<file path="src/rtl/cia_pkg.sv">
package cia_pkg;

  localparam int DW    = 64;
  localparam int CNT_W = $clog2(DW);

  localparam logic [DW-1:0] WORD_ZERO = {DW{1'b0}};
  localparam logic [DW-1:0] WORD_ONE  = {{(DW-1){1'b0}}, 1'b1};
  localparam logic [DW-1:0] WORD_NEG1 = {DW{1'b1}};
  localparam logic [DW-1:0] WORD_MAX  = {1'b0, {(DW-1){1'b1}}};
  localparam logic [DW-1:0] WORD_MIN  = {1'b1, {(DW-1){1'b0}}};

  typedef enum logic [2:0] {
    KIND_ADD = 3'd0,
    KIND_SUB = 3'd1,
    KIND_MUL = 3'd2,
    KIND_DIV = 3'd3,
    KIND_MOD = 3'd4,
    KIND_POW = 3'd5
  } kind_t;

  typedef enum logic [1:0] {
    ST_OK       = 2'd0,
    ST_OVERFLOW = 2'd1,
    ST_DIVZERO  = 2'd2,
    ST_NEGEXP   = 2'd3
  } status_t;

endpackage

</file>
<file path="src/rtl/cia_if.sv">
interface cia_cmd_if;
  import cia_pkg::*;

  logic                 valid;
  logic                 ready;
  logic [2:0]           kind;
  logic signed [DW-1:0] operand_a;
  logic signed [DW-1:0] operand_b;

  modport source (output valid, kind, operand_a, operand_b, input ready);
  modport sink (input valid, kind, operand_a, operand_b, output ready);
endinterface

interface cia_rsp_if;
  import cia_pkg::*;

  logic                 valid;
  logic                 ready;
  logic signed [DW-1:0] result_value;
  logic [1:0]           status;

  modport source (output valid, result_value, status, input ready);
  modport sink (input valid, result_value, status, output ready);
endinterface

</file>
<file path="src/rtl/checked_integer_alu.sv">
// Add and subtract are computed in the dispatch state. Multiply, floor divide and floor
// modulo step the shared 65-bit adder through all 64 bits as a shift-add multiplier or
// restoring divider. Power runs at most 11 multiplies on the same datapath.
// Throughput: one item at a time; a new transfer is taken once the result is registered.
// Reset: synchronous rst returns the sequencer to idle and drops a pending result.
module checked_integer_alu (
  input logic clk,
  input logic rst,
  cia_cmd_if.sink cmd,
  cia_rsp_if.source rsp
);
  import cia_pkg::*;

  typedef enum logic [3:0] {
    S_IDLE,
    S_DISPATCH,
    S_MAG_A,
    S_MAG_B,
    S_MUL,
    S_MUL_SIGN,
    S_DIV,
    S_DIV_FIX,
    S_POW_ACC,
    S_POW_SHIFT,
    S_EMIT
  } state_t;

  localparam logic [CNT_W-1:0] CNT_LAST  = CNT_W'(DW - 1);
  localparam logic [DW-1:0]    EXP_LIMIT = DW'(DW);

  state_t            state;
  logic [2:0]        kind;
  logic [DW-1:0]     ox;
  logic [DW-1:0]     oy;
  logic [DW-1:0]     ma;
  logic [DW-1:0]     mb;
  logic              sa;
  logic              sb;
  logic [DW-1:0]     hi;
  logic [DW-1:0]     lo;
  logic [CNT_W-1:0]  cnt;
  logic [DW-1:0]     acc;
  logic [DW-1:0]     sq;
  logic [DW-1:0]     ex;
  logic              to_acc;
  logic [DW-1:0]     rv;
  status_t           rs;
  logic              out_valid;
  logic [DW-1:0]     out_value;
  status_t           out_status;

  logic [DW:0]       add_x;
  logic [DW:0]       add_y;
  logic              add_cin;
  logic [DW:0]       add_sum;
  logic              differ;
  logic              rem_zero;
  logic              mul_ovf;
  logic              is_divmod;
  logic [DW-1:0]     mag_b;

  assign cmd.ready        = (state == S_IDLE);
  assign rsp.valid        = out_valid;
  assign rsp.result_value = out_value;
  assign rsp.status       = out_status;

  assign differ    = sa ^ sb;
  assign rem_zero  = (hi == WORD_ZERO);
  assign mul_ovf   = (hi != WORD_ZERO) ||
                     (lo[DW-1] && !(differ && (lo[DW-2:0] == WORD_ZERO[DW-2:0])));
  assign is_divmod = (kind == KIND_DIV) || (kind == KIND_MOD);
  assign mag_b     = oy[DW-1] ? add_sum[DW-1:0] : oy;

  // shared adder
  assign add_sum = add_x + add_y + (DW+1)'(add_cin);

  always_comb begin
    add_x   = '0;
    add_y   = '0;
    add_cin = 1'b0;
    unique case (state)
      S_DISPATCH: begin
        add_x   = {ox[DW-1], ox};
        add_y   = (kind == KIND_SUB) ? ~{oy[DW-1], oy} : {oy[DW-1], oy};
        add_cin = (kind == KIND_SUB);
      end
      S_MAG_A: begin
        add_y   = {1'b0, ~ox};
        add_cin = 1'b1;
      end
      S_MAG_B: begin
        add_y   = {1'b0, ~oy};
        add_cin = 1'b1;
      end
      S_MUL: begin
        add_x = {1'b0, hi};
        add_y = lo[0] ? {1'b0, ma} : '0;
      end
      S_MUL_SIGN: begin
        add_y   = {1'b0, differ ? ~lo : lo};
        add_cin = differ;
      end
      S_DIV: begin
        add_x   = {1'b0, hi[DW-2:0], lo[DW-1]};
        add_y   = ~{1'b0, mb};
        add_cin = 1'b1;
      end
      S_DIV_FIX: begin
        if (kind == KIND_DIV) begin
          add_y   = {1'b0, differ ? ~lo : lo};
          add_cin = differ && rem_zero;
        end else begin
          add_x   = {1'b0, (differ && !rem_zero) ? oy : WORD_ZERO};
          add_y   = {1'b0, sa ? ~hi : hi};
          add_cin = sa;
        end
      end
      default: begin
        add_cin = 1'b0;
      end
    endcase
  end

  always_ff @(posedge clk) begin
    if (rst) begin
      state     <= S_IDLE;
      out_valid <= 1'b0;
    end else begin
      if (out_valid && rsp.ready && state != S_EMIT) begin
        out_valid <= 1'b0;
      end
      unique case (state)
        S_IDLE: begin
          if (cmd.valid) begin
            kind  <= cmd.kind;
            ox    <= cmd.operand_a;
            oy    <= cmd.operand_b;
            ex    <= cmd.operand_b;
            state <= S_DISPATCH;
          end
        end
        S_DISPATCH: begin
          rv    <= WORD_ZERO;
          rs    <= ST_OK;
          state <= S_EMIT;
          case (kind) inside
            KIND_ADD, KIND_SUB: begin
              if (add_sum[DW] != add_sum[DW-1]) begin
                rs <= ST_OVERFLOW;
              end else begin
                rv <= add_sum[DW-1:0];
              end
            end
            KIND_MUL: begin
              state <= S_MAG_A;
            end
            KIND_DIV, KIND_MOD: begin
              if (oy == WORD_ZERO) begin
                rs <= ST_DIVZERO;
              end else if (kind == KIND_DIV && ox == WORD_MIN && oy == WORD_NEG1) begin
                rs <= ST_OVERFLOW;
              end else begin
                state <= S_MAG_A;
              end
            end
            KIND_POW: begin
              if (ex[DW-1]) begin
                rs <= ST_NEGEXP;
              end else if (ex == WORD_ZERO) begin
                rv <= WORD_ONE;
              end else if (ox == WORD_ZERO) begin
                rv <= WORD_ZERO;
              end else if (ox == WORD_ONE) begin
                rv <= WORD_ONE;
              end else if (ox == WORD_NEG1) begin
                rv <= ex[0] ? WORD_NEG1 : WORD_ONE;
              end else if (ex >= EXP_LIMIT) begin
                rs <= ST_OVERFLOW;
              end else begin
                acc   <= WORD_ONE;
                sq    <= ox;
                state <= S_POW_ACC;
              end
            end
            default: begin
              rv <= WORD_ZERO;
            end
          endcase
        end
        S_MAG_A: begin
          ma    <= ox[DW-1] ? add_sum[DW-1:0] : ox;
          sa    <= ox[DW-1];
          state <= S_MAG_B;
        end
        S_MAG_B: begin
          mb  <= mag_b;
          sb  <= oy[DW-1];
          hi  <= WORD_ZERO;
          cnt <= '0;
          if (is_divmod) begin
            lo    <= ma;
            state <= S_DIV;
          end else begin
            lo    <= mag_b;
            state <= S_MUL;
          end
        end
        S_MUL: begin
          hi  <= add_sum[DW:1];
          lo  <= {add_sum[0], lo[DW-1:1]};
          cnt <= cnt + CNT_W'(1);
          if (cnt == CNT_LAST) begin
            state <= S_MUL_SIGN;
          end
        end
        S_MUL_SIGN: begin
          if (mul_ovf) begin
            rv    <= WORD_ZERO;
            rs    <= ST_OVERFLOW;
            state <= S_EMIT;
          end else if (kind == KIND_POW) begin
            if (to_acc) begin
              acc   <= add_sum[DW-1:0];
              state <= S_POW_SHIFT;
            end else begin
              sq    <= add_sum[DW-1:0];
              state <= S_POW_ACC;
            end
          end else begin
            rv    <= add_sum[DW-1:0];
            rs    <= ST_OK;
            state <= S_EMIT;
          end
        end
        S_DIV: begin
          hi  <= add_sum[DW] ? {hi[DW-2:0], lo[DW-1]} : add_sum[DW-1:0];
          lo  <= {lo[DW-2:0], !add_sum[DW]};
          cnt <= cnt + CNT_W'(1);
          if (cnt == CNT_LAST) begin
            state <= S_DIV_FIX;
          end
        end
        S_DIV_FIX: begin
          rv    <= add_sum[DW-1:0];
          rs    <= ST_OK;
          state <= S_EMIT;
        end
        S_POW_ACC: begin
          if (ex[0]) begin
            ox     <= acc;
            oy     <= sq;
            to_acc <= 1'b1;
            state  <= S_MAG_A;
          end else begin
            state <= S_POW_SHIFT;
          end
        end
        S_POW_SHIFT: begin
          ex <= {1'b0, ex[DW-1:1]};
          if (ex[DW-1:1] == WORD_ZERO[DW-2:0]) begin
            rv    <= acc;
            rs    <= ST_OK;
            state <= S_EMIT;
          end else begin
            ox     <= sq;
            oy     <= sq;
            to_acc <= 1'b0;
            state  <= S_MAG_A;
          end
        end
        S_EMIT: begin
          if (!out_valid || rsp.ready) begin
            out_valid  <= 1'b1;
            out_value  <= rv;
            out_status <= rs;
            state      <= S_IDLE;
          end
        end
        default: begin
          state <= S_IDLE;
        end
      endcase
    end
  end

endmodule

</file>
<file path="src/flat_wrapper.sv">
// flat-port wrapper written by rule: the top's interface ports become plain ports
module checked_integer_alu_flat import cia_pkg::*;
  (clk, rst, cmd_valid, cmd_kind, cmd_operand_a, cmd_operand_b, cmd_ready, rsp_valid, rsp_result_value, rsp_status, rsp_ready);
  cia_cmd_if cmd_i ();
  cia_rsp_if rsp_i ();
  input logic clk;
  input logic rst;
  input wire logic [$bits(cmd_i.valid)-1:0] cmd_valid;
  input wire logic [$bits(cmd_i.kind)-1:0] cmd_kind;
  input wire logic [$bits(cmd_i.operand_a)-1:0] cmd_operand_a;
  input wire logic [$bits(cmd_i.operand_b)-1:0] cmd_operand_b;
  output wire logic [$bits(cmd_i.ready)-1:0] cmd_ready;
  output wire logic [$bits(rsp_i.valid)-1:0] rsp_valid;
  output wire logic [$bits(rsp_i.result_value)-1:0] rsp_result_value;
  output wire logic [$bits(rsp_i.status)-1:0] rsp_status;
  input wire logic [$bits(rsp_i.ready)-1:0] rsp_ready;
  assign cmd_i.valid = cmd_valid;
  assign cmd_i.kind = cmd_kind;
  assign cmd_i.operand_a = cmd_operand_a;
  assign cmd_i.operand_b = cmd_operand_b;
  assign cmd_ready = cmd_i.ready;
  assign rsp_valid = rsp_i.valid;
  assign rsp_result_value = rsp_i.result_value;
  assign rsp_status = rsp_i.status;
  assign rsp_i.ready = rsp_ready;
  checked_integer_alu u_core (.clk(clk), .rst(rst), .cmd(cmd_i), .rsp(rsp_i));
endmodule
</file>
<file path="config.mk">
export PLATFORM = sky130hd
export DESIGN_NAME = checked_integer_alu_flat
export DESIGN_NICKNAME = d
export VERILOG_FILES = /design/src/rtl/cia_pkg.sv /design/src/rtl/cia_if.sv /design/src/rtl/checked_integer_alu.sv /design/src/flat_wrapper.sv
export SDC_FILE = /design/constraint.sdc
export NUM_CORES = 2
export LEC_CHECK = 0
export BUFFER_PORTS_ARGS = -buffer_cell sky130_fd_sc_hd__buf_4
export CAP_MARGIN = 25
export CORE_ASPECT_RATIO = 1.2
export CORE_MARGIN = 2
export CORE_UTILIZATION = 35
export DETAILED_ROUTE_END_ITERATION = 10
export PLACE_DENSITY = 0.51
export SYNTH_ARGS = -nofsm -noshare
export SYNTH_HDL_FRONTEND = slang
export SYNTH_SLANG_ARGS = --single-unit
</file>
<file path="constraint.sdc">
create_clock -name clk -period 17.6 [get_ports clk]
set_input_delay 2.64 -clock clk [delete_from_list [all_inputs] [get_ports clk]]
set_output_delay 2.64 -clock clk [all_outputs]
set_load 0.02 [all_outputs]
</file>
Word-level counts from Yosys, hierarchy flattened

Cells that the tools add are included.

Bits in registers: 725
Input port bits: 135
Output and inout bits: 68
Logic and storage cells: 240

$add $sub $neg: 3
Order comparisons: 1
Eq/ne operators: 44
Multiplexer cells: 115
Bitwise logic cells: 8
Reduce and logical (&&, ||, !) cells: 48

Operators with widths:

| cell                                                                                  | count |
|---|---|
| 64-bit 2-to-1 mux                                                                     | 54 |
| 64-bit one-hot mux with 3 select lines                                                | 4 |
| 65-bit one-hot mux with 7 select lines                                                | 1 |
| 64-bit one-hot mux with 2 select lines                                                | 3 |
| 65-bit one-hot mux with 4 select lines                                                | 1 |
| 64-bit logical NOT                                                                    | 4 |
| 64-bit NOT                                                                            | 4 |
| 64-bit one-hot mux with 4 select lines                                                | 1 |
| 64-bit == test (second input constant)                                                | 3 |
| 63-bit logical NOT                                                                    | 2 |
| 4-bit 2-to-1 mux                                                                      | 18 |
| 65-bit by 1-bit adder with 65-bit output                                              | 1 |
| 65-bit adder                                                                          | 1 |
| 65-bit 2-to-1 mux                                                                     | 1 |
| 64-bit NOT with 65-bit output                                                         | 1 |
| 65-bit NOT                                                                            | 1 |
| 64-bit by 1-bit == test with 1-bit output (second input constant)                     | 1 |
| 64-bit by 7-bit greater-or-equal comparator with 1-bit output (second input constant) | 1 |
| 64-bit nonzero test                                                                   | 1 |
| 63-bit 2-to-1 mux                                                                     | 1 |
| 4-bit one-hot mux with 11 select lines                                                | 1 |
| 2-bit 2-to-1 mux                                                                      | 16 |
| 15-bit AND reduction                                                                  | 2 |
| 2-bit != test (second input constant)                                                 | 13 |
| 34 further kinds                                                                      | 83 |

Logic depth before layout (Yosys ltp)

Word-level depth: 12
Gate-level depth with buffers: 27

Worst setup path after synthesis

No wires, ideal clock.

Path kind: in2reg
Start point: input rst
End point: register u_core.hi[0], enable pin
Library setup time: 0.772 ns
Data arrival time: 11.587 ns
Path slack: 5.241 ns
Stages on the path: 2
Path through: clkbuf_1 -> nor3_1

Word-level cells in the longest chain between the ends: 2

Ends and longest elaborated chain:

| element                       | RTL line                   | text |
|---|---|---|
| start: declaration            | flat_wrapper.sv:7          | `input logic rst;` |
| 1-bit NOT (no line)           | --                         |  |
| 2-bit AND reduction (no line) | --                         |  |
| end signal: assignment        | checked_integer_alu.sv:209 | `hi <= add_sum[DW:1];` |
| end signal: assignment        | checked_integer_alu.sv:236 | `hi <= add_sum[DW] ? {hi[DW-2:0], lo[DW-1]} : add_sum[DW-1:0];` |
| end: declaration              | checked_integer_alu.sv:39  | `logic [DW-1:0] hi;` |

Every way passes these cells.
A chain may end at the register's enable or synchronous reset.

Worst setup path in the final report

Start point: register u_core.state[0]
End point: register u_core.rv[51] (data pin)

Word-level cells in the longest chain between the ends: 8
Elaborated cells between the ends (all ways): 20

Ends and longest elaborated chain:

| element                                                                      | RTL line                                             | text |
|---|---|---|
| start: declaration                                                           | checked_integer_alu.sv:31                            | `state_t state;` |
| start signal: assignment                                                     | checked_integer_alu.sv:126                           | `state <= S_IDLE;` |
| start signal: assignment                                                     | checked_integer_alu.sv:139                           | `state <= S_DISPATCH;` |
| start signal: assignment                                                     | checked_integer_alu.sv:145                           | `state <= S_EMIT;` |
| 4-bit by 3-bit == test with 1-bit output, or another cell as far along       | checked_integer_alu.sv:81                            | `unique case (state)` |
| 65-bit one-hot mux with 7 select lines, or another cell as far along         | checked_integer_alu.sv:81                            |  |
| 65-bit adder / 1-bit one-hot mux with 4 select lines (equally long branches) | checked_integer_alu.sv:75, checked_integer_alu.sv:81 |  |
| 65-bit by 1-bit adder with 65-bit output (*)                                 | checked_integer_alu.sv:75                            | `assign add_sum = add_x + add_y + (DW+1)'(add_cin);` |
| named net u_core.add_sum[63]                                                 | checked_integer_alu.sv:55                            | `logic [DW:0] add_sum;` |
| 1-bit != test (*)                                                            | checked_integer_alu.sv:148                           | `if (add_sum[DW] != add_sum[DW-1]) begin` |
| 64-bit 2-to-1 mux (*)                                                        | checked_integer_alu.sv:148                           |  |
| 64-bit 2-to-1 mux (*)                                                        | checked_integer_alu.sv:146                           | `case (kind) inside` |
| 64-bit one-hot mux with 4 select lines (*)                                   | checked_integer_alu.sv:132                           | `unique case (state)` |
| end signal: assignment                                                       | checked_integer_alu.sv:151                           | `rv <= add_sum[DW-1:0];` |
| end signal: assignment                                                       | checked_integer_alu.sv:176                           | `rv <= ex[0] ? WORD_NEG1 : WORD_ONE;` |
| end signal: assignment                                                       | checked_integer_alu.sv:230                           | `rv <= add_sum[DW-1:0];` |
| end: declaration                                                             | checked_integer_alu.sv:46                            | `logic [DW-1:0] rv;` |

The timed path passes the listed nets; every way through them passes the cells marked *. The select of a mux whose other input is x is not followed.

==> summary.txt <==
Hold path
  – Hold Path Depth: 0
  – Hold Path Class: flip-flop to flip-flop

Timing
  – Period utilization: 48.67%
  – RSZ-0062 raised after global routing: no
  – Worst-Margin Slew: 1.190 ns
  – TNS Setup: 0 ns
  – Final-report setup violation count: 0
  – Max Freq: 0.1167 GHz
  – Final Hold Viols: 0
  – Min Tclk post-route: 8.565 ns
  – Clk_skew: 0.03600 ns
  – Fin. max-slew vios: 0
  – Rel. slew slack: 19.92%

Logic synthesis
  – Synthesized area: 42050 um^2
  – Syn nets: 4249
  – FFs w/ async S/R, synth: 0%
  – Avg Cell Area, Syn: 10.39 um^2
  – Top cells by area, synth: edfxtp_1 (51%), nand2_1 (6.0%), mux2i_1 (5.8%), o21ai_0 (3.9%), mux2_2 (3.3%)
  – Post-synth EDFFs: 720
  – Main synth FF type: edfxtp_1
  – Yosys reg bits: 725
  – Yosys cell types: 73
  – Mapped Cells: 4047
  – Top cells by count, synth: edfxtp_1 (720), nand2_1 (675), o21ai_0 (325)
  – Top-area cell type share of the netlist area: 51.41%
  – Register area share after synthesis: 51.65%
  – Ys Warns: 0
  – Top cell type by total area after synthesis: edfxtp_1
  – Dominant cell by count in the synthesized netlist: edfxtp_1

Finish
  – Post-route cell area: 47790 um^2
  – Layout Nets: 4322
  – Post-route insts no fill: 5736
  – Area Growth Syn to Fin: 13.64%
  – Share of layout cells above drive strength 1: 13.93%
  – ANT cells: 0

Critical path
  – Worst reg-to-reg path cell count: 24
  – CP top delay family: compound AO/OA/AOI/OAI gates
  – Worst path depth: 24
  – Buf+Inv Stages, Crit Path: 4
  – WP data required: 18.02 ns
  – Crit-path max FO: 55
  – R2R Setup Slk: 9.03 ns
  – CP cell instances: nor2_1 -> and2_4 -> nand2_2 -> buf_4 -> o22ai_1 -> a21oi_1 -> nand3_1 -> ha_1 -> a21oi_1 -> o21bai_1 -> a211oi_1 -> o21ai_0 -> o21ai_0 -> a21oi_1 -> a21boi_0 -> o31ai_1 -> xnor2_1 -> buf_4 -> inv_1 -> ha_1 -> nor3_2 -> buf_4 -> a31oi_4 -> o21ai_0
  – Crit path to: u_core.rv[51]
  – Reg2reg end: u_core.rv[51]
  – Worst setup startpoint: u_core.state[0]
  – CP Class: flip-flop to flip-flop
  – Critical R2R Launch: u_core.state[0]
  – Startpoint class of the critical path: flip-flop
  – Worst EP arrival: 8.98 ns
  – Critical path's slowest cell: dfxtp_4
  – Worst path max stage delay: 0.87 ns
  – Worst Setup End Kind: flip-flop

Detailed routing
  – Routed vias: 34837
  – Pre-antenna DRT Iters: 6
  – Number of remaining DRC errors: 0
  – Final ANT Viol Nets: 0
  – First DRT Iteration DRCs: 3216
  – WL per Instance: 30.43 um
  – Vias/cell: 6.073
  – Total routed wirelength: 174.6 mm

GRT
  – Initial antenna violation count: 5
  – Largest net degree at the start of global routing: 129
  – Vias in the first global route: 34768
  – First-pass GRT wire length: 250.5 mm
  – Grt ovf: 0
  – Tot GR Track Use: 27.94%

Clock tree
  – CTS clk-pin slew, worst paths: 0.06 ns
  – Post-CTS Setup Repair Bufs: 0
  – CTS tree: built
  – Clock latency on the worst-skew pair: 0.72 ns
  – Post-CTS Hold Buffers: 0
  – CTS Buf Count: 83
  – H-tree Lvls: 3
  – Root Buffer: clkbuf_16
  – CTS max path bufs: 3
  – Post-CTS sizing: 0
  – Num Clock Sinks: 725

Floorplan
  – I/O pin total: 203
  – Die H: 383.7 um
  – Die Wd: 320.4 um
  – Die area: 122900 um^2
  – Initial Util: 35.20%
  – Site Rows: 139
  – Core outline area: 119500 um^2

Placed design
  – I/O Buffers: 202
  – Global placer's final weighted congestion: 0.9657
  – Dpl cell area: 45200 um^2
  – Post-DP HPWL: 121.2 mm
  – Placed Cells: 5585

Pwr
  – Max rail drop VDD: 0.00007674 V
  – PwrDens: 134.9 nW/um^2
  – P_leak: 17.51 nW
  – Total power: 6.449 mW

Flow run
  – Max-cap violations: 0

Status
  – Status: finished, final reports clean
[worst register-to-register path: stages (launching register included)]
cell and delay, ns:
dfxtp_4 0.87, nor2_1 0.28, and2_4 0.41, nand2_2 0.66, buf_4 0.72, o22ai_1 0.22, a21oi_1 0.27, nand3_1 0.12
ha_1 0.40, a21oi_1 0.27, o21bai_1 0.13, a211oi_1 0.35, o21ai_0 0.15, o21ai_0 0.53, a21oi_1 0.30, a21boi_0 0.36
o31ai_1 0.15, xnor2_1 0.17, buf_4 0.19, inv_1 0.05, ha_1 0.30, nor3_2 0.06, buf_4 0.31, a31oi_4 0.78
o21ai_0 0.26
[per-stage QoR]
step                      setup slack (ns)  utilization [%]  hold WS [ns]
after CTS                            9.078            39.98        0.4181
after global routing                 8.564            40.00        0.4233
after detailed placement             9.105            37.83        0.4057
final                                9.035            40.00        0.4171
after floorplan                      5.241                -        0.4003
after global placement               9.272            37.81        0.4009
[kinds of logic after synthesis]
logic type | Yosys count | share of synthesized area, %
AND/OR/NAND/NOR | 1279 | 13.63
AO/OA/AOI/OAI | 1094 | 16.54
flip-flops | 725 | 51.65
multiplexers | 367 | 9.114
buffers and inverters | 319 | 2.949
XOR/XNOR | 196 | 4.082
adder cells (fa/ha/maj) | 67 | 2.029
[cell type report]
| class | count | area (um^2) |
|---|---|---|
| clock buffers | 95 | 2143 |
| clock inverters | 55 | 426.7 |
| fillers | 11739 | 71690 |
| inverters | 31 | 117.6 |
| multi-input cells | 3003 | 19320 |
| flip-flops and latches | 725 | 21730 |
| well taps | 1551 | 1941 |
| repair buffers | 276 | 2107 |
[layout by cell type (no fill, tap or decap), types with 95 or more instances in the layout]
cell	netlist	routed
edfxtp_1	720	720
nand2_1	675	669
o21ai_0	325	324
buf_4	0	272
a21oi_1	270	267
mux2i_1	243	243
nor2_1	182	177
mux2_2	123	123
a221o_1	102	102
xnor2_1	102	100
a21o_1	95	95
[worst min-delay path by stage]
stage                              from  slack (ns)                          end
after CTS                 u_core.rv[16]        0.42  u_core.rsp.result_value[16]
after floorplan            u_core.rv[0]        0.40   u_core.rsp.result_value[0]
final                     u_core.rv[48]        0.42  u_core.rsp.result_value[48]
after global routing      u_core.rv[16]        0.42  u_core.rsp.result_value[16]
after detailed placement  u_core.rv[48]        0.41  u_core.rsp.result_value[48]
after global placement    u_core.rv[49]        0.40  u_core.rsp.result_value[49]
[routing by layer]
metal	global-route usage [%]	share of wire, %
met4	16.42	6.6
met3	3.516	5.5
met5	0	0.0074
met1	34.47	40
met2	47.02	48
[report_power, final]
part / leakage, nW / total, mW / internal, mW / switching, mW
Combinational: 9.57 / 2.30 / 0.778 / 1.52
Sequential: 6.70 / 2.44 / 2.21 / 0.233
Clock: 1.24 / 1.71 / 0.935 / 0.773
Total: 17.5 / 6.45 / 3.92 / 2.53
No activity file was read; power rests on OpenSTA's default activity.
